File: src/rtl/ssp_pkg.sv
// ----------------------------------------------------------------------------
// ssp_pkg
// shared types and constants of the stroke segment speed planner
// ----------------------------------------------------------------------------
package ssp_pkg;

    localparam int COORD_BITS_DEF = 8;
    localparam int Q_DEPTH        = 2;

    localparam int PEN_W      = 2;
    localparam int WS_W       = 10;
    localparam int MPR_W      = 8;
    localparam int GAIN_W     = 16;
    localparam int FRAC_BITS  = 8;
    localparam int SPEED_W    = 16;
    localparam int DUR_W      = 24;
    localparam int CFG_IDX_W  = 2;
    localparam int CFG_DATA_W = 16;

    localparam int OUT_FIELDS_W = 1 + SPEED_W + 1 + SPEED_W + 1 + DUR_W;
    localparam int OUT_DATA_W   = ((OUT_FIELDS_W + 7) / 8) * 8;
    localparam int OUT_PAD_W    = OUT_DATA_W - OUT_FIELDS_W;

    localparam int                MICRO_W = 20;
    localparam logic [MICRO_W-1:0] MICRO  = 20'd1000000;
    localparam int                RPM_K_W = 16;
    localparam logic [RPM_K_W-1:0] RPM_K  = 16'd60000;

    localparam logic [SPEED_W-1:0] SPEED_MAX = '1;
    localparam logic [DUR_W-1:0]   DUR_MAX   = '1;

    localparam logic [WS_W-1:0]   WS_RESET   = 10'd10;
    localparam logic [MPR_W-1:0]  MPR_RESET  = 8'd8;
    localparam logic [GAIN_W-1:0] GAIN_RESET = 16'd256;

    typedef enum logic [CFG_IDX_W-1:0] {
        REG_WRITE_SPEED = 2'd0,
        REG_MM_PER_REV  = 2'd1,
        REG_RPM_GAIN    = 2'd2,
        REG_TIME_GAIN   = 2'd3
    } t_cfg_idx;

    typedef struct packed {
        logic pen;
        logic last;
        logic rev_x;
        logic rev_y;
    } t_seg_flags;

    typedef struct packed {
        logic               last;
        logic [DUR_W-1:0]   duration;
        logic               rev_y;
        logic [SPEED_W-1:0] speed_y;
        logic               rev_x;
        logic [SPEED_W-1:0] speed_x;
        logic               pen_change;
    } t_result;

    typedef enum logic [3:0] {
        BK_IDLE,
        BK_SQ,
        BK_SCALE,
        BK_ROOT,
        BK_TSTART,
        BK_TWAIT,
        BK_DUR,
        BK_DEN,
        BK_ASTART,
        BK_AWAIT,
        BK_AGAIN,
        BK_ASAT,
        BK_OUT
    } t_back_state;

endpackage

File: src/rtl/ssp_fifo.sv
// ----------------------------------------------------------------------------
// ssp_fifo
// short segment queue between the front end and the back end
// ----------------------------------------------------------------------------
module ssp_fifo #(
    parameter int WIDTH = 20,
    parameter int DEPTH = 2
) (
    input  logic             i_clk,
    input  logic             i_rst_n,
    input  logic             i_push,
    input  logic [WIDTH-1:0] i_data,
    output logic             o_full,
    input  logic             i_pop,
    output logic [WIDTH-1:0] o_data,
    output logic             o_empty
);

    localparam int PTR_W = (DEPTH > 1) ? $clog2(DEPTH) : 1;
    localparam int CNT_W = $clog2(DEPTH + 1);

    logic [WIDTH-1:0] r_mem [DEPTH];
    logic [PTR_W-1:0] r_wr;
    logic [PTR_W-1:0] r_rd;
    logic [CNT_W-1:0] r_cnt;
    logic             do_push;
    logic             do_pop;

    assign o_full  = (r_cnt == CNT_W'(DEPTH));
    assign o_empty = (r_cnt == '0);
    assign o_data  = r_mem[r_rd];
    assign do_push = i_push && !o_full;
    assign do_pop  = i_pop && !o_empty;

    always_ff @(posedge i_clk) begin
        if (do_push) begin
            r_mem[r_wr] <= i_data;
        end
    end

    always_ff @(posedge i_clk) begin
        if (!i_rst_n) begin
            r_wr  <= '0;
            r_rd  <= '0;
            r_cnt <= '0;
        end else begin
            if (do_push) begin
                r_wr <= (r_wr == PTR_W'(DEPTH - 1)) ? '0 : r_wr + 1'b1;
            end
            if (do_pop) begin
                r_rd <= (r_rd == PTR_W'(DEPTH - 1)) ? '0 : r_rd + 1'b1;
            end
            if (do_push && !do_pop) begin
                r_cnt <= r_cnt + 1'b1;
            end else if (do_pop && !do_push) begin
                r_cnt <= r_cnt - 1'b1;
            end
        end
    end

endmodule

File: src/rtl/ssp_front.sv
// ----------------------------------------------------------------------------
// ssp_front
// takes stroke points, keeps the previous point, queues one or two segments
// ----------------------------------------------------------------------------
module ssp_front
    import ssp_pkg::*;
#(
    parameter int COORD_BITS = COORD_BITS_DEF
) (
    input  logic                  i_clk,
    input  logic                  i_rst_n,
    input  logic                  i_valid,
    output logic                  o_ready,
    input  logic [COORD_BITS-1:0] i_x,
    input  logic [COORD_BITS-1:0] i_y,
    input  logic [PEN_W-1:0]      i_pen,
    input  logic                  i_last,
    output logic                  o_push,
    output logic [COORD_BITS-1:0] o_ax,
    output logic [COORD_BITS-1:0] o_ay,
    output t_seg_flags            o_flags,
    input  logic                  i_full
);

    logic [COORD_BITS-1:0] r_prev_x;
    logic [COORD_BITS-1:0] r_prev_y;
    logic [PEN_W-1:0]      r_prev_pen;
    logic                  r_have;
    logic                  r_pend;
    logic [COORD_BITS-1:0] x1;
    logic [COORD_BITS-1:0] y1;
    logic                  accept;

    assign o_ready = !r_pend && !i_full;
    assign accept  = i_valid && o_ready;
    assign x1      = r_have ? r_prev_x : '0;
    assign y1      = r_have ? r_prev_y : '0;

    always_comb begin
        if (r_pend) begin
            // return to origin after the last point
            o_push        = !i_full;
            o_ax          = r_prev_x;
            o_ay          = r_prev_y;
            o_flags.pen   = (r_prev_pen != '0);
            o_flags.last  = 1'b1;
            o_flags.rev_x = 1'b0;
            o_flags.rev_y = 1'b0;
        end else begin
            o_push        = accept;
            o_ax          = (i_x >= x1) ? i_x - x1 : x1 - i_x;
            o_ay          = (i_y >= y1) ? i_y - y1 : y1 - i_y;
            o_flags.pen   = r_have && (r_prev_pen != '0);
            o_flags.last  = !i_last;
            o_flags.rev_x = (i_x > x1);
            o_flags.rev_y = (i_y > y1);
        end
    end

    always_ff @(posedge i_clk) begin
        if (!i_rst_n) begin
            r_prev_x   <= '0;
            r_prev_y   <= '0;
            r_prev_pen <= '0;
            r_have     <= 1'b0;
            r_pend     <= 1'b0;
        end else begin
            if (accept) begin
                r_prev_x   <= i_x;
                r_prev_y   <= i_y;
                r_prev_pen <= i_pen;
                r_have     <= !i_last;
                r_pend     <= i_last;
            end else if (r_pend && !i_full) begin
                r_pend <= 1'b0;
            end
        end
    end

endmodule

File: src/rtl/ssp_div.sv
// ----------------------------------------------------------------------------
// ssp_div
// restoring unsigned divider, one quotient bit per cycle
// ----------------------------------------------------------------------------
module ssp_div #(
    parameter int NUM_W = 24,
    parameter int DEN_W = 27
) (
    input  logic             i_clk,
    input  logic             i_rst_n,
    input  logic             i_start,
    input  logic [NUM_W-1:0] i_num,
    input  logic [DEN_W-1:0] i_den,
    output logic             o_done,
    output logic [NUM_W-1:0] o_quot
);

    localparam int CNT_W = (NUM_W > 1) ? $clog2(NUM_W) : 1;

    logic [NUM_W-1:0] r_q;
    logic [DEN_W-1:0] r_rem;
    logic [DEN_W-1:0] r_den;
    logic [CNT_W-1:0] r_cnt;
    logic             r_busy;
    logic             r_done;
    logic [DEN_W:0]   rem_sh;
    logic [DEN_W:0]   rem_sub;
    logic             ge;

    assign rem_sh  = {r_rem, r_q[NUM_W-1]};
    assign ge      = (rem_sh >= {1'b0, r_den});
    assign rem_sub = rem_sh - {1'b0, r_den};
    assign o_done  = r_done;
    assign o_quot  = r_q;

    always_ff @(posedge i_clk) begin
        if (i_start) begin
            r_q   <= i_num;
            r_rem <= '0;
            r_den <= i_den;
            r_cnt <= '0;
        end else if (r_busy) begin
            r_q   <= {r_q[NUM_W-2:0], ge};
            r_rem <= ge ? rem_sub[DEN_W-1:0] : rem_sh[DEN_W-1:0];
            r_cnt <= r_cnt + 1'b1;
        end
    end

    always_ff @(posedge i_clk) begin
        if (!i_rst_n) begin
            r_busy <= 1'b0;
            r_done <= 1'b0;
        end else begin
            r_done <= 1'b0;
            if (i_start) begin
                r_busy <= 1'b1;
            end else if (r_busy && r_cnt == CNT_W'(NUM_W - 1)) begin
                r_busy <= 1'b0;
                r_done <= 1'b1;
            end
        end
    end

endmodule

File: src/rtl/ssp_back.sv
// ----------------------------------------------------------------------------
// ssp_back
// per segment: length by square root, duration and axis speeds by division
// ----------------------------------------------------------------------------
module ssp_back
    import ssp_pkg::*;
#(
    parameter int COORD_BITS = COORD_BITS_DEF
) (
    input  logic                  i_clk,
    input  logic                  i_rst_n,
    input  logic                  i_q_empty,
    output logic                  o_q_pop,
    input  logic [COORD_BITS-1:0] i_q_ax,
    input  logic [COORD_BITS-1:0] i_q_ay,
    input  t_seg_flags            i_q_flags,
    input  logic [WS_W-1:0]       i_write_speed,
    input  logic [MPR_W-1:0]      i_mm_per_rev,
    input  logic [GAIN_W-1:0]     i_rpm_gain,
    input  logic [GAIN_W-1:0]     i_time_gain,
    output logic                  o_valid,
    input  logic                  i_ready,
    output t_result               o_res
);

    localparam int SQ_W      = 2 * COORD_BITS + 1;
    localparam int PROD_W    = SQ_W + MICRO_W;
    localparam int LEN_W     = (PROD_W + 1) / 2;
    localparam int ROOT_IN_W = 2 * LEN_W;
    localparam int NUMR_W    = COORD_BITS + RPM_K_W;
    localparam int DIV_NUM_W = (LEN_W > NUMR_W) ? LEN_W : NUMR_W;
    localparam int DEN_W     = LEN_W + MPR_W;
    localparam int TPROD_W   = LEN_W + GAIN_W;
    localparam int GPROD_W   = DIV_NUM_W + GAIN_W;
    localparam int STEP_W    = $clog2(LEN_W);

    t_back_state           r_state;
    t_back_state           n_state;
    logic [COORD_BITS-1:0] r_ax;
    logic [COORD_BITS-1:0] r_ay;
    t_seg_flags            r_flags;
    logic [SQ_W-1:0]       r_sum;
    logic [ROOT_IN_W-1:0]  r_prod;
    logic [LEN_W:0]        r_rem;
    logic [LEN_W-1:0]      r_root;
    logic [STEP_W-1:0]     r_step;
    logic [LEN_W-1:0]      r_t;
    logic [TPROD_W-1:0]    r_tprod;
    logic [DUR_W-1:0]      r_dur;
    logic [DEN_W-1:0]      r_den;
    logic                  r_axis;
    logic [DIV_NUM_W-1:0]  r_rpm;
    logic [GPROD_W-1:0]    r_gprod;
    logic [SPEED_W-1:0]    r_spd_x;
    logic [SPEED_W-1:0]    r_spd_y;
    logic                  r_ovalid;
    t_result               r_res;

    logic [2*COORD_BITS-1:0] sq_x;
    logic [2*COORD_BITS-1:0] sq_y;
    logic [PROD_W-1:0]       scale_prod;
    logic [LEN_W+2:0]        root_sh;
    logic [LEN_W+2:0]        root_trial;
    logic                    root_ge;
    logic [COORD_BITS-1:0]   axis_d;
    logic [NUMR_W-1:0]       axis_num;
    logic [63:0]             dur_wide;
    logic [63:0]             spd_wide;
    logic [SPEED_W-1:0]      spd_sat;
    logic                    out_free;
    logic                    div_start;
    logic [DIV_NUM_W-1:0]    div_num;
    logic [DEN_W-1:0]        div_den;
    logic                    div_done;
    logic [DIV_NUM_W-1:0]    div_quot;

    assign sq_x       = r_ax * r_ax;
    assign sq_y       = r_ay * r_ay;
    assign scale_prod = PROD_W'(r_sum) * PROD_W'(MICRO);
    assign root_sh    = {r_rem, r_prod[ROOT_IN_W-1 -: 2]};
    assign root_trial = {1'b0, r_root, 2'b01};
    assign root_ge    = (root_sh >= root_trial);
    assign axis_d     = r_axis ? r_ay : r_ax;
    assign axis_num   = NUMR_W'(axis_d) * NUMR_W'(RPM_K);
    assign dur_wide   = 64'(r_tprod[TPROD_W-1:FRAC_BITS]);
    assign spd_wide   = 64'(r_gprod[GPROD_W-1:FRAC_BITS]);
    assign spd_sat    = (spd_wide > 64'(SPEED_MAX)) ? SPEED_MAX : spd_wide[SPEED_W-1:0];
    assign out_free   = !r_ovalid || i_ready;
    assign o_valid    = r_ovalid;
    assign o_res      = r_res;

    ssp_div #(
        .NUM_W (DIV_NUM_W),
        .DEN_W (DEN_W)
    ) u_div (
        .i_clk   (i_clk),
        .i_rst_n (i_rst_n),
        .i_start (div_start),
        .i_num   (div_num),
        .i_den   (div_den),
        .o_done  (div_done),
        .o_quot  (div_quot)
    );

    always_comb begin
        n_state   = r_state;
        o_q_pop   = 1'b0;
        div_start = 1'b0;
        div_num   = DIV_NUM_W'(axis_num);
        div_den   = r_den;
        case (r_state)
            BK_IDLE: begin
                if (!i_q_empty) begin
                    o_q_pop = 1'b1;
                    n_state = BK_SQ;
                end
            end
            BK_SQ:    n_state = BK_SCALE;
            BK_SCALE: n_state = BK_ROOT;
            BK_ROOT: begin
                if (r_step == STEP_W'(LEN_W - 1)) begin
                    n_state = BK_TSTART;
                end
            end
            BK_TSTART: begin
                div_num = DIV_NUM_W'(r_root);
                div_den = DEN_W'(i_write_speed);
                if (i_write_speed == '0) begin
                    n_state = BK_DUR;
                end else begin
                    div_start = 1'b1;
                    n_state   = BK_TWAIT;
                end
            end
            BK_TWAIT: begin
                if (div_done) begin
                    n_state = BK_DUR;
                end
            end
            BK_DUR: n_state = BK_DEN;
            BK_DEN: n_state = BK_ASTART;
            BK_ASTART: begin
                if (r_den == '0) begin
                    n_state = BK_AGAIN;
                end else begin
                    div_start = 1'b1;
                    n_state   = BK_AWAIT;
                end
            end
            BK_AWAIT: begin
                if (div_done) begin
                    n_state = BK_AGAIN;
                end
            end
            BK_AGAIN: n_state = BK_ASAT;
            BK_ASAT:  n_state = r_axis ? BK_OUT : BK_ASTART;
            BK_OUT: begin
                if (out_free) begin
                    n_state = BK_IDLE;
                end
            end
            default: n_state = BK_IDLE;
        endcase
    end

    always_ff @(posedge i_clk) begin
        if (!i_rst_n) begin
            r_state <= BK_IDLE;
        end else begin
            r_state <= n_state;
        end
    end

    always_ff @(posedge i_clk) begin
        case (r_state)
            BK_IDLE: begin
                r_ax    <= i_q_ax;
                r_ay    <= i_q_ay;
                r_flags <= i_q_flags;
            end
            BK_SQ: begin
                r_sum <= SQ_W'(sq_x) + SQ_W'(sq_y);
            end
            BK_SCALE: begin
                r_prod <= ROOT_IN_W'(scale_prod);
                r_rem  <= '0;
                r_root <= '0;
                r_step <= '0;
            end
            BK_ROOT: begin
                r_rem  <= (LEN_W + 1)'(root_ge ? root_sh - root_trial : root_sh);
                r_root <= {r_root[LEN_W-2:0], root_ge};
                r_prod <= r_prod << 2;
                r_step <= r_step + 1'b1;
            end
            BK_TSTART: begin
                r_t <= '0;
            end
            BK_TWAIT: begin
                if (div_done) begin
                    r_t <= div_quot[LEN_W-1:0];
                end
            end
            BK_DUR: begin
                r_tprod <= TPROD_W'(r_t) * TPROD_W'(i_time_gain);
            end
            BK_DEN: begin
                r_dur  <= (dur_wide > 64'(DUR_MAX)) ? DUR_MAX : dur_wide[DUR_W-1:0];
                r_den  <= DEN_W'(r_t) * DEN_W'(i_mm_per_rev);
                r_axis <= 1'b0;
            end
            BK_ASTART: begin
                r_rpm <= '0;
            end
            BK_AWAIT: begin
                if (div_done) begin
                    r_rpm <= div_quot;
                end
            end
            BK_AGAIN: begin
                r_gprod <= GPROD_W'(r_rpm) * GPROD_W'(i_rpm_gain);
            end
            BK_ASAT: begin
                if (r_axis) begin
                    r_spd_y <= spd_sat;
                end else begin
                    r_spd_x <= spd_sat;
                    r_axis  <= 1'b1;
                end
            end
            default: begin
            end
        endcase
    end

    always_ff @(posedge i_clk) begin
        if (r_state == BK_OUT && out_free) begin
            r_res.pen_change <= r_flags.pen;
            r_res.speed_x    <= r_spd_x;
            r_res.rev_x      <= r_flags.rev_x;
            r_res.speed_y    <= r_spd_y;
            r_res.rev_y      <= r_flags.rev_y;
            r_res.duration   <= r_dur;
            r_res.last       <= r_flags.last;
        end
    end

    always_ff @(posedge i_clk) begin
        if (!i_rst_n) begin
            r_ovalid <= 1'b0;
        end else begin
            if (r_state == BK_OUT && out_free) begin
                r_ovalid <= 1'b1;
            end else if (i_ready) begin
                r_ovalid <= 1'b0;
            end
        end
    end

endmodule

File: src/rtl/stroke_segment_speed_planner_top.sv
// ----------------------------------------------------------------------------
// stroke_segment_speed_planner_top
// throughput: one segment per point, two for a last point; the back end works on
//   one segment at a time, set by the shared bit-serial divider and square-root
//   sequencer, and stalls while the output is held; the queue takes points meanwhile
// reset: synchronous, clears queue, previous point and output; registers to
//   their defaults
// ----------------------------------------------------------------------------
module stroke_segment_speed_planner_top
    import ssp_pkg::*;
#(
    parameter int COORD_BITS = COORD_BITS_DEF
) (
    input  logic                  i_clk,
    input  logic                  i_rst_n,
    input  logic                  s_axis_tvalid,
    output logic                  s_axis_tready,
    // pos_x, pos_y, pen_action, zero fill
    input  logic [((2*COORD_BITS+PEN_W+7)/8)*8-1:0] s_axis_tdata,
    // is_last
    input  logic                  s_axis_tlast,
    output logic                  m_axis_tvalid,
    input  logic                  m_axis_tready,
    // pen_change, speed_x, reverse_x, speed_y, reverse_y, duration_ms, zero fill
    output logic [OUT_DATA_W-1:0] m_axis_tdata,
    // last_of_run
    output logic                  m_axis_tlast,
    input  logic                  i_cfg_we,
    input  logic [CFG_IDX_W-1:0]  i_cfg_addr,
    input  logic [CFG_DATA_W-1:0] i_cfg_wdata
);

    localparam int Q_W = 2 * COORD_BITS + $bits(t_seg_flags);

    logic [WS_W-1:0]       r_write_speed;
    logic [MPR_W-1:0]      r_mm_per_rev;
    logic [GAIN_W-1:0]     r_rpm_gain;
    logic [GAIN_W-1:0]     r_time_gain;

    logic                  push;
    logic [COORD_BITS-1:0] push_ax;
    logic [COORD_BITS-1:0] push_ay;
    t_seg_flags            push_flags;
    logic                  q_full;
    logic                  q_empty;
    logic                  q_pop;
    logic [Q_W-1:0]        q_data;
    logic [COORD_BITS-1:0] q_ax;
    logic [COORD_BITS-1:0] q_ay;
    t_seg_flags            q_flags;
    t_result               res;

    always_ff @(posedge i_clk) begin
        if (!i_rst_n) begin
            r_write_speed <= WS_RESET;
            r_mm_per_rev  <= MPR_RESET;
            r_rpm_gain    <= GAIN_RESET;
            r_time_gain   <= GAIN_RESET;
        end else if (i_cfg_we) begin
            case (t_cfg_idx'(i_cfg_addr))
                REG_WRITE_SPEED: r_write_speed <= i_cfg_wdata[WS_W-1:0];
                REG_MM_PER_REV:  r_mm_per_rev  <= i_cfg_wdata[MPR_W-1:0];
                REG_RPM_GAIN:    r_rpm_gain    <= i_cfg_wdata[GAIN_W-1:0];
                REG_TIME_GAIN:   r_time_gain   <= i_cfg_wdata[GAIN_W-1:0];
                default: begin
                end
            endcase
        end
    end

    ssp_front #(
        .COORD_BITS (COORD_BITS)
    ) u_front (
        .i_clk   (i_clk),
        .i_rst_n (i_rst_n),
        .i_valid (s_axis_tvalid),
        .o_ready (s_axis_tready),
        .i_x     (s_axis_tdata[COORD_BITS-1:0]),
        .i_y     (s_axis_tdata[2*COORD_BITS-1:COORD_BITS]),
        .i_pen   (s_axis_tdata[2*COORD_BITS+PEN_W-1:2*COORD_BITS]),
        .i_last  (s_axis_tlast),
        .o_push  (push),
        .o_ax    (push_ax),
        .o_ay    (push_ay),
        .o_flags (push_flags),
        .i_full  (q_full)
    );

    ssp_fifo #(
        .WIDTH (Q_W),
        .DEPTH (Q_DEPTH)
    ) u_fifo (
        .i_clk   (i_clk),
        .i_rst_n (i_rst_n),
        .i_push  (push),
        .i_data  ({push_ax, push_ay, push_flags}),
        .o_full  (q_full),
        .i_pop   (q_pop),
        .o_data  (q_data),
        .o_empty (q_empty)
    );

    assign {q_ax, q_ay, q_flags} = q_data;

    ssp_back #(
        .COORD_BITS (COORD_BITS)
    ) u_back (
        .i_clk         (i_clk),
        .i_rst_n       (i_rst_n),
        .i_q_empty     (q_empty),
        .o_q_pop       (q_pop),
        .i_q_ax        (q_ax),
        .i_q_ay        (q_ay),
        .i_q_flags     (q_flags),
        .i_write_speed (r_write_speed),
        .i_mm_per_rev  (r_mm_per_rev),
        .i_rpm_gain    (r_rpm_gain),
        .i_time_gain   (r_time_gain),
        .o_valid       (m_axis_tvalid),
        .i_ready       (m_axis_tready),
        .o_res         (res)
    );

    assign m_axis_tdata = {{OUT_PAD_W{1'b0}}, res.duration, res.rev_y, res.speed_y,
                           res.rev_x, res.speed_x, res.pen_change};
    assign m_axis_tlast = res.last;

endmodule

File: config.mk
export PLATFORM = sky130hd
export DESIGN_NAME = stroke_segment_speed_planner_top
export DESIGN_NICKNAME = d
export VERILOG_FILES = /design/src/rtl/ssp_pkg.sv /design/src/rtl/ssp_fifo.sv /design/src/rtl/ssp_front.sv /design/src/rtl/ssp_div.sv /design/src/rtl/ssp_back.sv /design/src/rtl/stroke_segment_speed_planner_top.sv
export SDC_FILE = /design/constraint.sdc
export NUM_CORES = 2
export LEC_CHECK = 0
export BUFFER_PORTS_ARGS = -buffer_cell sky130_fd_sc_hd__buf_2
export CORE_ASPECT_RATIO = 0.7
export CORE_UTILIZATION = 50
export CTS_CLUSTER_SIZE = 10
export DETAILED_ROUTE_END_ITERATION = 8
export PLACE_DENSITY_LB_ADDON = 0.3
export SYNTH_ARGS = -nofsm -noshare
export SYNTH_HDL_FRONTEND = slang
export SYNTH_SLANG_ARGS = --single-unit
File: constraint.sdc
create_clock -name i_clk -period 8.1 [get_ports i_clk]
set_input_delay 0.405 -clock i_clk [delete_from_list [all_inputs] [get_ports i_clk]]
set_output_delay 0.405 -clock i_clk [all_outputs]
set_load 0.02 [all_outputs]
; Word-level counts from Yosys, hierarchy flattened
; Memory sizes are Yosys's and may differ from the RTL's. A register that Yosys moved wholly into a read port is not among the register bits.
; Index checks and enable logic that the tools add are counted.
[word_totals]
regBits = 525
ram_bits = 40
wordCells = 191
mem_count = 1
[classes]
n_addsub = 13
n_mul = 7
n_lt_le_gt_ge = 8
n_eq_ne = 23
muxes = 52
bitwise_logic = 2
reduce_logical = 43
[mem_list]
columns = memory, words, word_bits, rd, rd_ports_with_merged_regs, wr, line
row1 = u_fifo.r_mem, 2, 20, 1, 1, 1, ssp_fifo.sv:22  ; logic [WIDTH-1:0] r_mem [DEPTH];
[ops]
columns = cell, count
row1 = $mux W24, 4
row2 = $pmux W19 S2, 2
row3 = $pmux W38 S2, 1
row4 = $mux W8, 7
row5 = $pmux W4 S13, 1
row6 = $pmux W24 S2, 1
row7 = $mul A24 B16 Y40, 1
row8 = $pmux W20 S2, 1
row9 = $mul A19 B16 Y35, 1
row10 = $gt A32 B16 Y1 const B, 1
row11 = $mul A8 B8 Y16, 2
row12 = $sub A8 B8 Y8, 4
row13 = $mul A17 B14 Y31 const B, 1
row14 = $ge A28 B27 Y1, 1
row15 = $gt A27 B24 Y1 const B, 1
row16 = $logic_not A27 Y1, 1
row17 = $mul A19 B8 Y27, 1
row18 = $mux W27, 1
row19 = $sub A27 B27 Y27, 1
row20 = $mux W4, 6
row21 = $ge A22 B21 Y1, 1
row22 = $eq A4 B4 Y1 const B, 5
row23 = $mux W20, 1
row24 = $reduce_bool A2 Y1, 10
row25 = 35 further kinds, 92

; Longest topological paths before layout
[depth]
depth_word = 10
mapped_depth = 25
mapped_depth_nobuf = 23

; Cells and area by module
; From an unflattened synthesis, not the netlist that was laid out.
[unflattened]
hier_cells = 5862
area_unflattened_um2 = 59480.8
[modules_own_cells]
columns = module, instances, cells_per_inst, area_each_um2
row1 = ssp_back, 1, 4781, 48527.8
row2 = ssp_div, 1, 467, 4845.9
row3 = ssp_front, 1, 334, 2503.7
row4 = stroke_segment_speed_planner_top, 1, 193, 1933.1
row5 = ssp_fifo, 1, 87, 1670.4

; Worst setup path after synthesis
; Ideal clock, no wire load.
[synth_path]
path_type = reg-to-reg
from = register u_back.r_state[2]
to = register u_back.r_res (netlist bit u_back.o_res[0]), enable pin
setup_ps = 626
arrival_ps = 6633
slack_ps = 841
path_stages_with_launch = 5
path_buffers = 2
cell_sequence = dfxtp_1 > clkbuf_1 > clkbuf_1 > nand2_1 > nor4_1
[synth_via]
elab_chain_cells = 2
[synth_lines]
columns = element, line
row1 = from (decl), ssp_back.sv:37  ; t_back_state r_state;
row2 = from (signal assigned), ssp_back.sv:170  ; r_state <= n_state;
row3 = $eq A4 B4 Y1, ssp_back.sv:237  ; if (r_state == BK_OUT && out_free) begin
row4 = $logic_and A1 B1 Y1, ssp_back.sv:237
row5 = to (decl), ssp_back.sv:57  ; t_result r_res;
; Every way passes these cells.
; A chain may end at the register's enable or synchronous reset.

; Worst setup path in the final report
[layout_path]
from = register r_rpm_gain[1]
to = register u_back.r_gprod[33] (data pin)
[layout_via]
elab_chain_cells = 1
[layout_lines]
columns = element, line
row1 = from (decl), stroke_segment_speed_planner_top.sv:37  ; logic [GAIN_W-1:0] r_rpm_gain;
row2 = from (signal assigned), stroke_segment_speed_planner_top.sv:63  ; REG_RPM_GAIN: r_rpm_gain <= i_cfg_wdata[GAIN_W-1:0];
row3 = $mul A24 B16 Y40, ssp_back.sv:221  ; r_gprod <= GPROD_W'(r_rpm) * GPROD_W'(i_rpm_gain);
row4 = to (signal assigned), ssp_back.sv:221
row5 = to (decl), ssp_back.sv:53  ; logic [GPROD_W-1:0] r_gprod;
; Every way passes these cells.

==> flow_metrics.env <==
export IMPL_r2r_start="r_rpm_gain[1]"
export IMPL_dp_hpwl_um=105600
export IMPL_synth_ff_type="edfxtp_1"
export IMPL_max_stage_delay_ns=0.98
export IMPL_setup_viol=0
export IMPL_grt_pass1_wl_um=224200
export IMPL_die_h_um=291.1
export IMPL_yosys_top_cells_area="fa_1 27%, edfxtp_1 23%, ha_1 12%, inv_1 6.7%, nand2_1 5.4%"
export IMPL_synth_edf_count=450
export IMPL_hp_class="input port to flip-flop"
export IMPL_cpMostUsedCell="fa_1"
export IMPL_finalSetupTns_ns=0
export IMPL_clk_pin_slew_ns=0.06
export IMPL_tightest_slew_ns=1.147
export IMPL_postSynthCellCount=6083
export IMPL_max_slew_margin_pct=23.52
export IMPL_cts_tree="yes"
export IMPL_grt_pass1_vias=41941
export IMPL_netlist_area_um2=59680
export IMPL_routed_wl_um=136400
export IMPL_critPathMaxFanout=24
export IMPL_startpoint="r_rpm_gain[1]"
export IMPL_num_vias=41335
export IMPL_worstHoldStart="i_cfg_wdata[10]"
export IMPL_critPathBufInv=5
export IMPL_initial_core_util_pct=50.70
export IMPL_fillers=10396
export IMPL_grt_overflow_total=0
export IMPL_slew_violations=0
export IMPL_fin_crit_ns=7.270
export IMPL_ctsResizeCount=0
export IMPL_htree_levels=3
export IMPL_arrival_ns=7.64
export IMPL_worstSetupStartpointType="flip-flop"
export IMPL_num_io_pins=115
export IMPL_routabilityCongestion=0.8924
export IMPL_path_cells="nand2_1, fa_1, inv_1, fa_1, inv_1, fa_1, inv_1, fa_1, fa_1, inv_1, fa_1, inv_1, ha_1, and3_1, nand4_1, nor3_1, o211ai_2, a31oi_1, nor2_1, o31ai_2, a2111o_1, o2111ai_1"
export IMPL_fmax_ghz=0.1376
export IMPL_crit_type="flip-flop to flip-flop"
export IMPL_async_reset_ff_share_pct=0
export IMPL_drt_iter0_drc=3093
export IMPL_remaining_drc_errors=0
export IMPL_post_synth_num_cell_types=93
export IMPL_synth_top_cell_by_area="fa_1"
export IMPL_die_area_um2=120800
export IMPL_antenna_found_initial=1
export IMPL_synth_top_area_share_pct=27.00
export IMPL_clk_latency_ns=0.67
export IMPL_cts_root_buffer="clkbuf_16"
export IMPL_portBuffers=103
export IMPL_ctsHoldBuffers=19
export IMPL_dieWidth_um=415.0
export IMPL_min_period_over_period_pct=89.75
export IMPL_yosysMostFrequentCell="inv_1"
export IMPL_drt_wirelength_per_cell_um=17.76
export IMPL_yosysWarnings=0
export IMPL_status="complete, no violations"
export IMPL_required_ns=8.47
export IMPL_area_growth_pct=7.241
export IMPL_fin_nets=7494
export IMPL_crit_slowest_cell="dfxtp_1"
export IMPL_cp_top_family="adder cells"
export IMPL_antennaDiodeCount=0
export IMPL_clkSinkCount=563
export IMPL_cts_setup_buffers=0
export IMPL_clockBufferDepth=3
export IMPL_hold_viol_final=0
export IMPL_cap_violations=0
export IMPL_ant_nets=0
export IMPL_drive_gt1_share_pct=6.147
export IMPL_dr_pass1_iters=5
export IMPL_skew_ns=0.02918
export IMPL_track_usage_pct=23.16
export IMPL_end_kind="flip-flop"
export IMPL_synth_common_cells="1060 x inv_1, 859 x nand2_1, 805 x fa_1"
export IMPL_synth_seq_cells=563
export IMPL_num_rows=105
export IMPL_coreArea_um2=117700
export IMPL_cts_buffers_inserted=70
export IMPL_grt_max_degree=80
export IMPL_rsz0062_at_grt="false"
export IMPL_synth_seq_area_share_pct=26.43
export IMPL_avgSynthCellArea_um2=9.812
export IMPL_viasPerCell=5.379
final cells by class:
cell class / count / area [um^2] / share of cell area (%)
Tap cell: 1551 / 1941 / 3.032
Multi-Input combinational cell: 4201 / 39000 / 60.93
Clock inverter: 15 / 167.7 / 0.2619
Inverter: 1061 / 3983 / 6.222
Timing Repair Buffer: 189 / 1209 / 1.888
Sequential cell: 563 / 15780 / 24.65
Clock buffer: 104 / 1931 / 3.016
sequential cells by signal, indices dropped and copies added (netlist names), 10 cells and up:
register and flops:
u_back.u_div.r_rem 27, u_fifo.r_mem 40, u_back.r_rem 20, u_back.r_spd_x 16
u_back.r_sum 17, u_back.r_gprod 32, u_back.r_rpm 24, u_back.r_tprod 27
u_back.u_div.o_quot 24, u_back.r_den 27, u_back.r_spd_y 16, u_back.o_res 60
r_time_gain 16, u_back.u_div.r_den 27, u_back.r_t 19, u_back.r_dur 24
r_write_speed 10, u_back.r_root 19, r_rpm_gain 16, u_back.r_prod 32
layout by cell type (no fill, tap or decap), drive strengths merged, types with 18 or more instances in the layout:
cell type    instances
nand2b              50
and3                19
dlygate4sd3         19
nor3                67
dfxtp              113
clkbuf             104
a21oi              220
nand3               54
o31ai               18
fa                 805
nor4                24
xor2                58
inv               1066
buf                170
o21bai              21
nor2b               56
xnor2              114
or3                 19
nand4               31
mux2i               42
o21ai              141
or2                 34
nor2               239
ha                 555
a21o                57
edfxtp             450
and2               440
o211ai              18
a31oi               35
mux2                31
nand2              859
o21a                26
a211oi              19
final timing paths:
check	slack [ns]	to	cells after the start
worst max-delay path	0.83	u_back.r_gprod[33]	22
worst min-delay path	0.04	r_time_gain[10]	3
worst min register to register	0.41	u_back.o_res[8]	0
worst max register to register	0.83	u_back.r_gprod[33]	22
layer usage:
layer / global-route usage (%) / routed length [um] / share of wire, %
met5: 0 / 0 / 0
met3: 6.030 / 11690 / 8.6
met4: 5.122 / 2529 / 1.9
met1: 35.36 / 66630 / 49
met2: 32.72 / 55590 / 41
tightest hold or removal path: stages:
cell     delay [ns]
buf_2          0.14
nand2_1        0.06
a21oi_1        0.05
kinds of logic (layout without fill, tap and decap cells):
family | count (synthesis) | count (layout) | synth area share (%)
simple gates | 1931 | 1931 | 15.54
compound gates | 660 | 660 | 7.149
xor+xnor | 172 | 172 | 2.524
buf+inv | 1323 | 1369 | 8.423
other cells | 1 | 5 | 0.006283
mux | 73 | 73 | 1.289
fa+ha+maj | 1360 | 1360 | 38.64
flops | 563 | 563 | 26.43
through the flow:
stage	setup WS, ns	instances	utilization (%)	hold slack (ns)	instance area (um^2)
after CTS	0.8957	7684	54.37	0.001767	64010
after detailed placement	0.9405	7546	52.43	0.4045	61720
final	0.8301	7684	54.37	0.03534	64010
after floorplan	0.8407	6087	-	0.4003	59700
after global placement	1.045	7546	52.43	0.4009	61720
after global routing	0.4624	7684	54.37	0.02032	64010
Power is not shown: default switching activity piles up to over one toggle a cycle in this logic, so the estimate is an artifact.
